**config.mk**
```make
export PLATFORM = sky130hd
export DESIGN_NAME = timed_command_queue_unit_flat
export DESIGN_NICKNAME = d
export VERILOG_FILES = /design/src/rtl/tcq_pkg.sv /design/src/rtl/tcq_if.sv /design/src/rtl/tcq_ram.sv /design/src/rtl/tcq_ctrl.sv /design/src/rtl/tcq_dp.sv /design/src/rtl/timed_command_queue_unit.sv /design/src/flat_wrapper.sv
export SDC_FILE = /design/constraint.sdc
export NUM_CORES = 2
export LEC_CHECK = 0
export BUFFER_PORTS_ARGS = -buffer_cell sky130_fd_sc_hd__buf_4
export CAP_MARGIN = 20
export CORE_ASPECT_RATIO = 1.25
export CORE_MARGIN = 2
export CORE_UTILIZATION = 60
export CTS_BUF_LIST = sky130_fd_sc_hd__clkbuf_4
export CTS_CLUSTER_DIAMETER = 40
export DETAILED_ROUTE_END_ITERATION = 8
export PLACE_DENSITY = 0.77
export SLEW_MARGIN = 25
export SYNTH_ARGS = -nofsm -noshare
export SYNTH_HDL_FRONTEND = slang
export SYNTH_SLANG_ARGS = --single-unit
```
**constraint.sdc**
```tcl
create_clock -name i_clk -period 19.3 [get_ports i_clk]
set_input_delay 0.965 -clock i_clk [delete_from_list [all_inputs] [get_ports i_clk]]
set_output_delay 0.965 -clock i_clk [all_outputs]
set_load 0.03 [all_outputs]
```
**src/rtl/tcq_pkg.sv**
```systemverilog
package tcq_pkg;

    typedef enum logic [1:0] {
        FN_INSERT = 2'd0,
        FN_CLEAR  = 2'd1,
        FN_POLL   = 2'd2,
        FN_NOP    = 2'd3
    } t_func;

    typedef enum logic [3:0] {
        ST_IDLE,
        ST_DECODE,
        ST_INS_RD,
        ST_INS_CMP,
        ST_INS_WR,
        ST_POLL_CHK,
        ST_DROP_RD,
        ST_DROP_WR,
        ST_DROP_END,
        ST_DONE
    } t_state;

    typedef enum logic [1:0] {
        RA_HEAD,
        RA_IDX_DEC,
        RA_IDX_INC
    } t_raddr_sel;

    typedef struct packed {
        logic [7:0]  code;
        logic [31:0] value;
        logic [31:0] due;
        logic [31:0] period;
    } t_entry;

    typedef struct packed {
        logic        accepted;
        logic        due_valid;
        logic [7:0]  due_cmd;
        logic [31:0] due_value;
        logic [4:0]  queue_count;
    } t_result;

    // controller -> datapath
    typedef struct packed {
        logic       cap;
        logic       clear;
        logic       ins_start;
        logic       take_head;
        logic       shift_dn;
        logic       place;
        logic       shift_up;
        logic       drop_end;
        logic       load_out;
        t_raddr_sel raddr_sel;
    } t_ctl;

    // datapath -> controller
    typedef struct packed {
        t_func func;
        logic  full;
        logic  cnt_zero;
        logic  cnt_one;
        logic  idx_one;
        logic  idx_end;
        logic  less;
        logic  due;
        logic  again;
        logic  out_free;
    } t_stat;

endpackage

```
**src/rtl/tcq_if.sv**
```systemverilog
interface tcq_in_if;
    logic        valid;
    logic        ready;
    logic [1:0]  func;
    logic [7:0]  cmd_code;
    logic [31:0] cmd_value;
    logic [31:0] due_time;
    logic [31:0] repeat_period;
    logic [31:0] now_time;

    modport source (
        output valid, func, cmd_code, cmd_value, due_time, repeat_period, now_time,
        input  ready
    );
    modport sink (
        input  valid, func, cmd_code, cmd_value, due_time, repeat_period, now_time,
        output ready
    );
endinterface

interface tcq_out_if;
    logic        valid;
    logic        ready;
    logic        accepted;
    logic        due_valid;
    logic [7:0]  due_cmd;
    logic [31:0] due_value;
    logic [4:0]  queue_count;

    modport source (
        output valid, accepted, due_valid, due_cmd, due_value, queue_count,
        input  ready
    );
    modport sink (
        input  valid, accepted, due_valid, due_cmd, due_value, queue_count,
        output ready
    );
endinterface

```
**src/rtl/tcq_ram.sv**
```systemverilog
module tcq_ram #(
    parameter int WIDTH = 8,
    parameter int DEPTH = 16,
    localparam int AW = (DEPTH > 1) ? $clog2(DEPTH) : 1
) (
    input  logic             i_clk,
    input  logic             i_we,
    input  logic [AW-1:0]    i_waddr,
    input  logic [WIDTH-1:0] i_wdata,
    input  logic [AW-1:0]    i_raddr,
    output logic [WIDTH-1:0] o_rdata
);

    logic [WIDTH-1:0] r_mem [DEPTH];
    logic [WIDTH-1:0] r_rdata;

    always_ff @(posedge i_clk) begin
        if (i_we) begin
            r_mem[i_waddr] <= i_wdata;
        end
        r_rdata <= r_mem[i_raddr];
    end

    assign o_rdata = r_rdata;

endmodule

```
**src/rtl/tcq_ctrl.sv**
```systemverilog
module tcq_ctrl
    import tcq_pkg::*;
(
    input  logic  i_clk,
    input  logic  i_rst_n,
    input  logic  i_in_valid,
    output logic  o_in_ready,
    input  t_stat i_stat,
    output t_ctl  o_ctl
);

    t_state r_state;
    t_state n_state;

    always_ff @(posedge i_clk) begin
        if (!i_rst_n) begin
            r_state <= ST_IDLE;
        end else begin
            r_state <= n_state;
        end
    end

    always_comb begin
        n_state = r_state;
        case (r_state)
            ST_IDLE: begin
                if (i_in_valid) n_state = ST_DECODE;
            end
            ST_DECODE: begin
                case (i_stat.func)
                    FN_INSERT: begin
                        if (i_stat.full)          n_state = ST_DONE;
                        else if (i_stat.cnt_zero) n_state = ST_INS_WR;
                        else                      n_state = ST_INS_RD;
                    end
                    FN_POLL: begin
                        n_state = i_stat.cnt_zero ? ST_DONE : ST_POLL_CHK;
                    end
                    default: n_state = ST_DONE;
                endcase
            end
            ST_INS_RD:  n_state = ST_INS_CMP;
            ST_INS_CMP: begin
                if (i_stat.less && !i_stat.idx_one) n_state = ST_INS_RD;
                else                                n_state = ST_INS_WR;
            end
            ST_INS_WR:  n_state = ST_DONE;
            ST_POLL_CHK: begin
                if (!i_stat.due)         n_state = ST_DONE;
                else if (i_stat.cnt_one) n_state = ST_DROP_END;
                else                     n_state = ST_DROP_RD;
            end
            ST_DROP_RD: n_state = ST_DROP_WR;
            ST_DROP_WR: n_state = i_stat.idx_end ? ST_DROP_END : ST_DROP_RD;
            ST_DROP_END: begin
                if (!i_stat.again)       n_state = ST_DONE;
                else if (i_stat.cnt_one) n_state = ST_INS_WR;
                else                     n_state = ST_INS_RD;
            end
            ST_DONE: begin
                if (i_stat.out_free) n_state = ST_IDLE;
            end
            default: n_state = ST_IDLE;
        endcase
    end

    always_comb begin
        o_ctl           = '0;
        o_ctl.raddr_sel = RA_HEAD;
        o_in_ready      = 1'b0;
        case (r_state)
            ST_IDLE: begin
                o_in_ready = 1'b1;
                o_ctl.cap  = i_in_valid;
            end
            ST_DECODE: begin
                case (i_stat.func)
                    FN_INSERT: o_ctl.ins_start = !i_stat.full;
                    FN_CLEAR:  o_ctl.clear     = 1'b1;
                    default:   o_ctl.raddr_sel = RA_HEAD;
                endcase
            end
            ST_INS_RD:   o_ctl.raddr_sel = RA_IDX_DEC;
            ST_INS_CMP:  o_ctl.shift_dn  = i_stat.less;
            ST_INS_WR:   o_ctl.place     = 1'b1;
            ST_POLL_CHK: o_ctl.take_head = i_stat.due;
            ST_DROP_RD:  o_ctl.raddr_sel = RA_IDX_INC;
            ST_DROP_WR:  o_ctl.shift_up  = 1'b1;
            ST_DROP_END: o_ctl.drop_end  = 1'b1;
            ST_DONE:     o_ctl.load_out  = i_stat.out_free;
            default:     o_ctl.raddr_sel = RA_HEAD;
        endcase
    end

endmodule

```
**src/rtl/tcq_dp.sv**
```systemverilog
module tcq_dp
    import tcq_pkg::*;
#(
    parameter int QUEUE_DEPTH = 16
) (
    input  logic    i_clk,
    input  logic    i_rst_n,
    input  t_ctl    i_ctl,
    output t_stat   o_stat,
    input  t_func   i_func,
    input  t_entry  i_ent,
    input  logic [31:0] i_now,
    output logic    o_out_valid,
    input  logic    i_out_ready,
    output t_result o_result
);

    localparam int CW = $clog2(QUEUE_DEPTH + 1);
    localparam int AW = (QUEUE_DEPTH > 1) ? $clog2(QUEUE_DEPTH) : 1;

    t_func       r_func;
    logic [31:0] r_now;
    t_entry      r_ent,   n_ent;
    logic [CW-1:0] r_count, n_count;
    logic [CW-1:0] r_idx,   n_idx;
    logic        r_again, n_again;
    logic        r_acc,   n_acc;
    logic        r_dv,    n_dv;
    logic [7:0]  r_dcode, n_dcode;
    logic [31:0] r_dvalue, n_dvalue;
    logic        r_o_valid, n_o_valid;
    t_result     r_result,  n_result;

    logic [CW-1:0] w_ra_full;
    logic [AW-1:0] w_raddr;
    logic          w_we;
    t_entry        w_wdata;
    t_entry        w_rdata;

    always_comb begin
        case (i_ctl.raddr_sel)
            RA_IDX_DEC: w_ra_full = r_idx - 1'b1;
            RA_IDX_INC: w_ra_full = r_idx + 1'b1;
            default:    w_ra_full = '0;
        endcase
    end

    assign w_raddr = w_ra_full[AW-1:0];
    assign w_we    = i_ctl.shift_dn | i_ctl.place | i_ctl.shift_up;
    assign w_wdata = i_ctl.place ? r_ent : w_rdata;

    tcq_ram #(
        .WIDTH ($bits(t_entry)),
        .DEPTH (QUEUE_DEPTH)
    ) u_ram (
        .i_clk   (i_clk),
        .i_we    (w_we),
        .i_waddr (r_idx[AW-1:0]),
        .i_wdata (w_wdata),
        .i_raddr (w_raddr),
        .o_rdata (w_rdata)
    );

    always_comb begin
        o_stat.func     = r_func;
        o_stat.full     = (r_count == CW'(QUEUE_DEPTH));
        o_stat.cnt_zero = (r_count == '0);
        o_stat.cnt_one  = (r_count == CW'(1));
        o_stat.idx_one  = (r_idx == CW'(1));
        o_stat.idx_end  = ((r_idx + 1'b1) == (r_count - 1'b1));
        o_stat.less     = (r_ent.due < w_rdata.due);
        o_stat.due      = (r_now >= w_rdata.due);
        o_stat.again    = r_again;
        o_stat.out_free = !r_o_valid || i_out_ready;
    end

    always_comb begin
        n_ent     = r_ent;
        n_count   = r_count;
        n_idx     = r_idx;
        n_again   = r_again;
        n_acc     = r_acc;
        n_dv      = r_dv;
        n_dcode   = r_dcode;
        n_dvalue  = r_dvalue;
        n_o_valid = r_o_valid;
        n_result  = r_result;

        if (i_ctl.cap) begin
            n_ent    = i_ent;
            n_acc    = 1'b0;
            n_dv     = 1'b0;
            n_dcode  = '0;
            n_dvalue = '0;
            n_again  = 1'b0;
        end
        if (i_ctl.clear) begin
            n_count = '0;
            n_acc   = 1'b1;
        end
        if (i_ctl.ins_start) begin
            n_idx = r_count;
            n_acc = 1'b1;
        end
        if (i_ctl.take_head) begin
            n_dv         = 1'b1;
            n_dcode      = w_rdata.code;
            n_dvalue     = w_rdata.value;
            n_ent        = w_rdata;
            n_ent.due    = w_rdata.due + w_rdata.period;
            n_again      = (w_rdata.period != '0) && (r_count != CW'(QUEUE_DEPTH));
            n_idx        = '0;
        end
        if (i_ctl.shift_dn) n_idx = r_idx - 1'b1;
        if (i_ctl.shift_up) n_idx = r_idx + 1'b1;
        if (i_ctl.place)    n_count = r_count + 1'b1;
        if (i_ctl.drop_end) begin
            n_count = r_count - 1'b1;
            n_idx   = r_count - 1'b1;
        end

        if (i_ctl.load_out) begin
            n_o_valid            = 1'b1;
            n_result.accepted    = r_acc;
            n_result.due_valid   = r_dv;
            n_result.due_cmd     = r_dcode;
            n_result.due_value   = r_dvalue;
            n_result.queue_count = 5'(r_count);
        end else if (i_out_ready) begin
            n_o_valid = 1'b0;
        end
    end

    always_ff @(posedge i_clk) begin
        if (!i_rst_n) begin
            r_count   <= '0;
            r_idx     <= '0;
            r_again   <= 1'b0;
            r_o_valid <= 1'b0;
        end else begin
            r_count   <= n_count;
            r_idx     <= n_idx;
            r_again   <= n_again;
            r_o_valid <= n_o_valid;
        end
    end

    always_ff @(posedge i_clk) begin
        if (i_ctl.cap) begin
            r_func <= i_func;
            r_now  <= i_now;
        end
        r_ent    <= n_ent;
        r_acc    <= n_acc;
        r_dv     <= n_dv;
        r_dcode  <= n_dcode;
        r_dvalue <= n_dvalue;
        r_result <= n_result;
    end

    assign o_out_valid = r_o_valid;
    assign o_result    = r_result;

endmodule

```
**src/rtl/timed_command_queue_unit.sv**
```systemverilog
// Timed command queue: up to QUEUE_DEPTH commands kept sorted by due time.
// Input channel i_in: func selects insert, clear, poll (now_time) or no-op;
// one beat in gives exactly one result beat on o_out (accepted, due_valid,
// due_cmd, due_value, queue_count after the item).
// Entries live in one RAM with a registered read port; each entry compared or
// moved takes a read state and then a compare or write state. Steps per item:
// clear, no-op, refused insert and poll on an empty queue go straight to the
// result; a poll whose head is not due checks the head only; an insert walks
// from the tail, moving each entry later than the new one down a place, and
// writes the new one behind the first that is not later; a poll that releases
// shifts every remaining entry up a place and, for a repeating command, unless
// the queue was full, puts the head back with its due time advanced by its
// period. One item is in work at a time; i_in.ready is high only between items.
// Reset clears the entry count and the control state; RAM contents are not
// cleared and need no clearing pass.
// A stalled o_out holds its beat in the output register; the next input beat
// can still be taken and worked on, and its result waits until that
// register frees up.
module timed_command_queue_unit
    import tcq_pkg::*;
#(
    parameter int QUEUE_DEPTH = 16
) (
    input  logic          i_clk,
    input  logic          i_rst_n,
    tcq_in_if.sink        i_in,
    tcq_out_if.source     o_out
);

    t_ctl    w_ctl;
    t_stat   w_stat;
    t_entry  w_ent;
    t_result w_result;
    logic    w_in_ready;
    logic    w_out_valid;

    assign w_ent.code   = i_in.cmd_code;
    assign w_ent.value  = i_in.cmd_value;
    assign w_ent.due    = i_in.due_time;
    assign w_ent.period = i_in.repeat_period;

    tcq_ctrl u_ctrl (
        .i_clk      (i_clk),
        .i_rst_n    (i_rst_n),
        .i_in_valid (i_in.valid),
        .o_in_ready (w_in_ready),
        .i_stat     (w_stat),
        .o_ctl      (w_ctl)
    );

    tcq_dp #(
        .QUEUE_DEPTH (QUEUE_DEPTH)
    ) u_dp (
        .i_clk       (i_clk),
        .i_rst_n     (i_rst_n),
        .i_ctl       (w_ctl),
        .o_stat      (w_stat),
        .i_func      (t_func'(i_in.func)),
        .i_ent       (w_ent),
        .i_now       (i_in.now_time),
        .o_out_valid (w_out_valid),
        .i_out_ready (o_out.ready),
        .o_result    (w_result)
    );

    assign i_in.ready        = w_in_ready;
    assign o_out.valid       = w_out_valid;
    assign o_out.accepted    = w_result.accepted;
    assign o_out.due_valid   = w_result.due_valid;
    assign o_out.due_cmd     = w_result.due_cmd;
    assign o_out.due_value   = w_result.due_value;
    assign o_out.queue_count = w_result.queue_count;

endmodule

```
**src/flat_wrapper.sv**
```systemverilog
// flat-port wrapper written by rule: the top's interface ports become plain ports
module timed_command_queue_unit_flat import tcq_pkg::*;
#(
    parameter int QUEUE_DEPTH = 16
)
  (i_clk, i_rst_n, i_in_valid, i_in_func, i_in_cmd_code, i_in_cmd_value, i_in_due_time, i_in_repeat_period, i_in_now_time, i_in_ready, o_out_valid, o_out_accepted, o_out_due_valid, o_out_due_cmd, o_out_due_value, o_out_queue_count, o_out_ready);
  tcq_in_if i_in_i ();
  tcq_out_if o_out_i ();
  input  logic i_clk;
  input  logic i_rst_n;
  input wire logic [$bits(i_in_i.valid)-1:0] i_in_valid;
  input wire logic [$bits(i_in_i.func)-1:0] i_in_func;
  input wire logic [$bits(i_in_i.cmd_code)-1:0] i_in_cmd_code;
  input wire logic [$bits(i_in_i.cmd_value)-1:0] i_in_cmd_value;
  input wire logic [$bits(i_in_i.due_time)-1:0] i_in_due_time;
  input wire logic [$bits(i_in_i.repeat_period)-1:0] i_in_repeat_period;
  input wire logic [$bits(i_in_i.now_time)-1:0] i_in_now_time;
  output wire logic [$bits(i_in_i.ready)-1:0] i_in_ready;
  output wire logic [$bits(o_out_i.valid)-1:0] o_out_valid;
  output wire logic [$bits(o_out_i.accepted)-1:0] o_out_accepted;
  output wire logic [$bits(o_out_i.due_valid)-1:0] o_out_due_valid;
  output wire logic [$bits(o_out_i.due_cmd)-1:0] o_out_due_cmd;
  output wire logic [$bits(o_out_i.due_value)-1:0] o_out_due_value;
  output wire logic [$bits(o_out_i.queue_count)-1:0] o_out_queue_count;
  input wire logic [$bits(o_out_i.ready)-1:0] o_out_ready;
  assign i_in_i.valid = i_in_valid;
  assign i_in_i.func = i_in_func;
  assign i_in_i.cmd_code = i_in_cmd_code;
  assign i_in_i.cmd_value = i_in_cmd_value;
  assign i_in_i.due_time = i_in_due_time;
  assign i_in_i.repeat_period = i_in_repeat_period;
  assign i_in_i.now_time = i_in_now_time;
  assign i_in_ready = i_in_i.ready;
  assign o_out_valid = o_out_i.valid;
  assign o_out_accepted = o_out_i.accepted;
  assign o_out_due_valid = o_out_i.due_valid;
  assign o_out_due_cmd = o_out_i.due_cmd;
  assign o_out_due_value = o_out_i.due_value;
  assign o_out_queue_count = o_out_i.queue_count;
  assign o_out_i.ready = o_out_ready;
  timed_command_queue_unit #(.QUEUE_DEPTH(QUEUE_DEPTH)) u_core (.i_clk(i_clk), .i_rst_n(i_rst_n), .i_in(i_in_i), .o_out(o_out_i));
endmodule
```
==> flow_metrics.env <==
export IMPL_coreArea_um2=131000
export IMPL_clock_tree_from_tritoncts="done"
export IMPL_dieWidth_um=329
export IMPL_fin_setup_tns_ns=0
export IMPL_worst_r2r_startpoint="u_core.u_dp.r_ent[34]"
export IMPL_die_area_um2=135000
export IMPL_gr_usage_all_layers=0.285
export IMPL_ranking_of_synthesized_cells_by_instance_count="1889 x sky130_fd_sc_hd__edfxtp_1, 422 x sky130_fd_sc_hd__nand2_1, 416 x sky130_fd_sc_hd__mux4_2"
export IMPL_worst_skew_pair_late_latency_ns=1.36
export IMPL_clock_pin_slew_on_the_worst_setup_and_hold_paths_ns=0.06
export IMPL_top_achievable_clock_speed_mhz=166
export IMPL_synthDominantAreaCellType="sky130_fd_sc_hd__edfxtp_1"
export IMPL_cts_max_level=5
export IMPL_end_kind="register"
export IMPL_drt_pass1_iter_count=5
export IMPL_irDropWorstVdd_mv=0.0642
export IMPL_headroom_to_the_max_slew_limit=0.284
export IMPL_timing_worst_slew_pin_value_ns=1.07
export IMPL_initialDrtViolationCount=4891
export IMPL_synth_nets=4419
export IMPL_synth_area_um2=79000
export IMPL_holdCritStartpoint="i_in_repeat_period[19]"
export IMPL_grt_pass1_wl_mm=280
export IMPL_place_gp_congestion=0.887
export IMPL_grt_start_max_net_pins=141
export IMPL_synth_avg_cell_area_um2=18.9
export IMPL_die_h_um=410
export IMPL_tritoncts_num_sinks=2011
export IMPL_top_level_ports=191
export IMPL_final_setup_viol_count=0
export IMPL_drt_antenna_violating_nets=0
export IMPL_proportion_of_layout_cells_with_a_drive_suffix_above_1=0.298
export IMPL_ff_latch_area_um2=59200
export IMPL_count_of_state_elements_after_synthesis=2011
export IMPL_rsz0062_at_grt="no"
export IMPL_static_leakage_power_nw=30.5
export IMPL_critical_path_cell_chain="ha_1 -> a211o_1 -> a31oi_1 -> nor4_1 -> o21ai_0 -> a31oi_1 -> o21ai_4 -> o21ai_1 -> nor2_4 -> buf_4 -> buf_4"
export IMPL_synth_ff_type="sky130_fd_sc_hd__edfxtp_1"
export IMPL_clock_path_buffers=4
export IMPL_num_fill_cells=8234
export IMPL_max_cap_violations=0
export IMPL_place_detailed_hpwl_mm=102
export IMPL_multiInputGateArea_um2=19000
export IMPL_outcome="complete, no violations"
export IMPL_hold_viol_final=0
export IMPL_synth_yosys_warnings=0
export IMPL_globalRoute_totalOverflow=0
export IMPL_routed_wl_mm=190
export IMPL_path_max_fanout=45
export IMPL_row_count=148
export IMPL_final_min_clock_period_ns=6.03
export IMPL_timing_final_crit_share=0.312
export IMPL_synth_edf_count=1889
export IMPL_arrival_ns=6.88
export IMPL_via_count=43300
export IMPL_post_route_drc_count=0
export IMPL_initial_core_util=0.605
export IMPL_critical_path_class="register to register"
export IMPL_startpoint_type="register"
export IMPL_cpMaxStageDelayCell="sky130_fd_sc_hd__nor2_4"
export IMPL_cell_pwr_density_nw_per_um2=103
export IMPL_cts_buffers=465
export IMPL_postCtsSetupRepairBufs=0
export IMPL_synth_to_layout_area_growth_pct=13.9
export IMPL_yosysMostFrequentCell="sky130_fd_sc_hd__edfxtp_1"
export IMPL_asyncSetResetFlopFracSynth=0
export IMPL_clockRootBuffer="sky130_fd_sc_hd__clkbuf_4"
export IMPL_hold_path_class="input pin to register"
export IMPL_cp_data_required_time_ns=20.15
export IMPL_post_synth_inst_count=4172
export IMPL_report_final_slew_viol_count=0
export IMPL_finClkSkew_ns=0.135
export IMPL_io_buffers=190
export IMPL_layout_nets=5082
export IMPL_grt_antenna_before_repair=4
export IMPL_synth_area_top_cells="sky130_fd_sc_hd__edfxtp_1 72%, sky130_fd_sc_hd__mux4_2 12%, sky130_fd_sc_hd__dfxtp_1 3.1%"
export IMPL_drt_wirelength_per_cell_um=27.4
export IMPL_vias_per_cell=6.25
export IMPL_timing_critical_path_from="u_core.u_dp.r_ent[34]"
export IMPL_synth_cell_types=66
export IMPL_whs_ns=0.144
export IMPL_yosysSeqAreaShare=0.749
export IMPL_slowest_delay_ns=0.89
export IMPL_synth_top_cell_area_share=0.718
export IMPL_via_count_of_the_first_global_routing_pass=44600
[final timing paths]
kind                                    endpoint  slack (ns)  cells past startpoint
setup / recovery  u_core.u_dp.u_ram.r_mem[1][38]       13.27                     11
hold reg to reg         u_core.u_dp.o_result[18]        0.35                      0
setup reg to reg  u_core.u_dp.u_ram.r_mem[1][38]       13.27                     11
hold / removal             u_core.u_dp.r_ent[19]        0.14                      3
[flip-flops by register name (all words and copies together), names as in the netlist, 8 cells and up]
signal	cells
u_core.u_dp.o_result	47
u_core.u_dp.r_dcode	8
u_core.u_dp.r_dvalue	32
u_core.u_dp.r_ent	104
u_core.u_dp.r_now	32
u_core.u_dp.u_ram.o_rdata	104
u_core.u_dp.u_ram.r_mem	1664
[placed cells by master, fill, tap and decap left out, types with 7 or more instances in the layout]
| master | count |
|---|---|
| sky130_fd_sc_hd__mux2_2 | 74 |
| sky130_fd_sc_hd__clkinv_1 | 109 |
| sky130_fd_sc_hd__and2_1 | 143 |
| sky130_fd_sc_hd__nor4_1 | 14 |
| sky130_fd_sc_hd__nand4_1 | 13 |
| sky130_fd_sc_hd__nand2_1 | 421 |
| sky130_fd_sc_hd__inv_1 | 49 |
| sky130_fd_sc_hd__a31oi_1 | 118 |
| sky130_fd_sc_hd__nand2b_1 | 15 |
| sky130_fd_sc_hd__dlygate4sd3_1 | 133 |
| sky130_fd_sc_hd__xor2_1 | 21 |
| sky130_fd_sc_hd__nor2_4 | 18 |
| sky130_fd_sc_hd__clkinv_2 | 11 |
| sky130_fd_sc_hd__buf_12 | 7 |
| sky130_fd_sc_hd__clkbuf_4 | 709 |
| sky130_fd_sc_hd__nor3_1 | 19 |
| sky130_fd_sc_hd__o21ai_2 | 11 |
| sky130_fd_sc_hd__nand3_1 | 20 |
| sky130_fd_sc_hd__nor2b_1 | 12 |
| sky130_fd_sc_hd__mux4_2 | 416 |
| sky130_fd_sc_hd__ha_1 | 104 |
| sky130_fd_sc_hd__dfxtp_1 | 122 |
| sky130_fd_sc_hd__nor2_1 | 39 |
| sky130_fd_sc_hd__o21ai_0 | 73 |
| sky130_fd_sc_hd__a211oi_1 | 109 |
| sky130_fd_sc_hd__edfxtp_1 | 1889 |
| sky130_fd_sc_hd__a21oi_1 | 60 |
| sky130_fd_sc_hd__a21o_1 | 60 |
| sky130_fd_sc_hd__o31ai_1 | 8 |
| sky130_fd_sc_hd__a21boi_0 | 7 |
| sky130_fd_sc_hd__xnor2_1 | 20 |
| sky130_fd_sc_hd__buf_4 | 263 |
[stage by stage]
stage,util,instances,worst slack [ns],power [mW],instance area [µm²]
after global routing,0.690,6937,13.20,9.63,90000
after detailed placement,0.634,5959,13.13,6.02,82700
after floorplan,-,4172,12.17,5.71,79000
final,0.690,6937,13.27,9.28,90000
after CTS,0.689,6932,13.02,9.33,90000
after global placement,0.633,5955,13.20,6.00,82600
[power breakdown]
part	internal (mW)	total [mW]	switching, mW
sequential	5.06	5.16	0.0979
clock	1.70	3.31	1.61
combinational	0.267	0.807	0.541
[worst max-delay path: cells and delay by family, from the launching register on]
| kind | cells | cell delay, ns |
|---|---|---|
| compound gates | 6 | 2.18 |
| simple gates | 2 | 0.97 |
| buf+inv | 2 | 1.59 |
| fa+ha+maj | 1 | 0.33 |
| flops | 1 | 0.41 |
[cells by family after synthesis]
logic type / after synthesis / synth area share
AOI/OAI and AO/OA: 505 / 0.0426
adders and majority gates: 105 / 0.0167
DFF: 2011 / 0.749
and+or+nand+nor: 748 / 0.0438
muxes: 496 / 0.130
buffers and inverters: 266 / 0.0139
xor gates and xnor gates: 41 / 0.00454
[area by class of cell]
| cell class | count | share of cell area |
|---|---|---|
| Antenna cell | 4 | 0.000111 |
| Inverter | 49 | 0.00204 |
| Clock buffer | 709 | 0.0591 |
| Sequential cell | 2011 | 0.657 |
| Multi-Input combinational cell | 1895 | 0.211 |
| Tap cell | 1725 | 0.0240 |
| Timing Repair Buffer | 413 | 0.0400 |
| Clock inverter | 131 | 0.00648 |
[repair_timing]
item,in CTS,in global routing
endpoints found under the hold margin,147,0
resized for setup,0,0
hold buffers,133,0
[per-layer routing]
layer  GRT usage  vias up  wire length (µm)
li1            -    18500                 -
met1       0.374    22200             71000
met2       0.477     2346             96800
met3      0.0517      366             16000
met4       0.114        0              6000
met5           0        -                 0
Power figures use the tool's default switching activity.
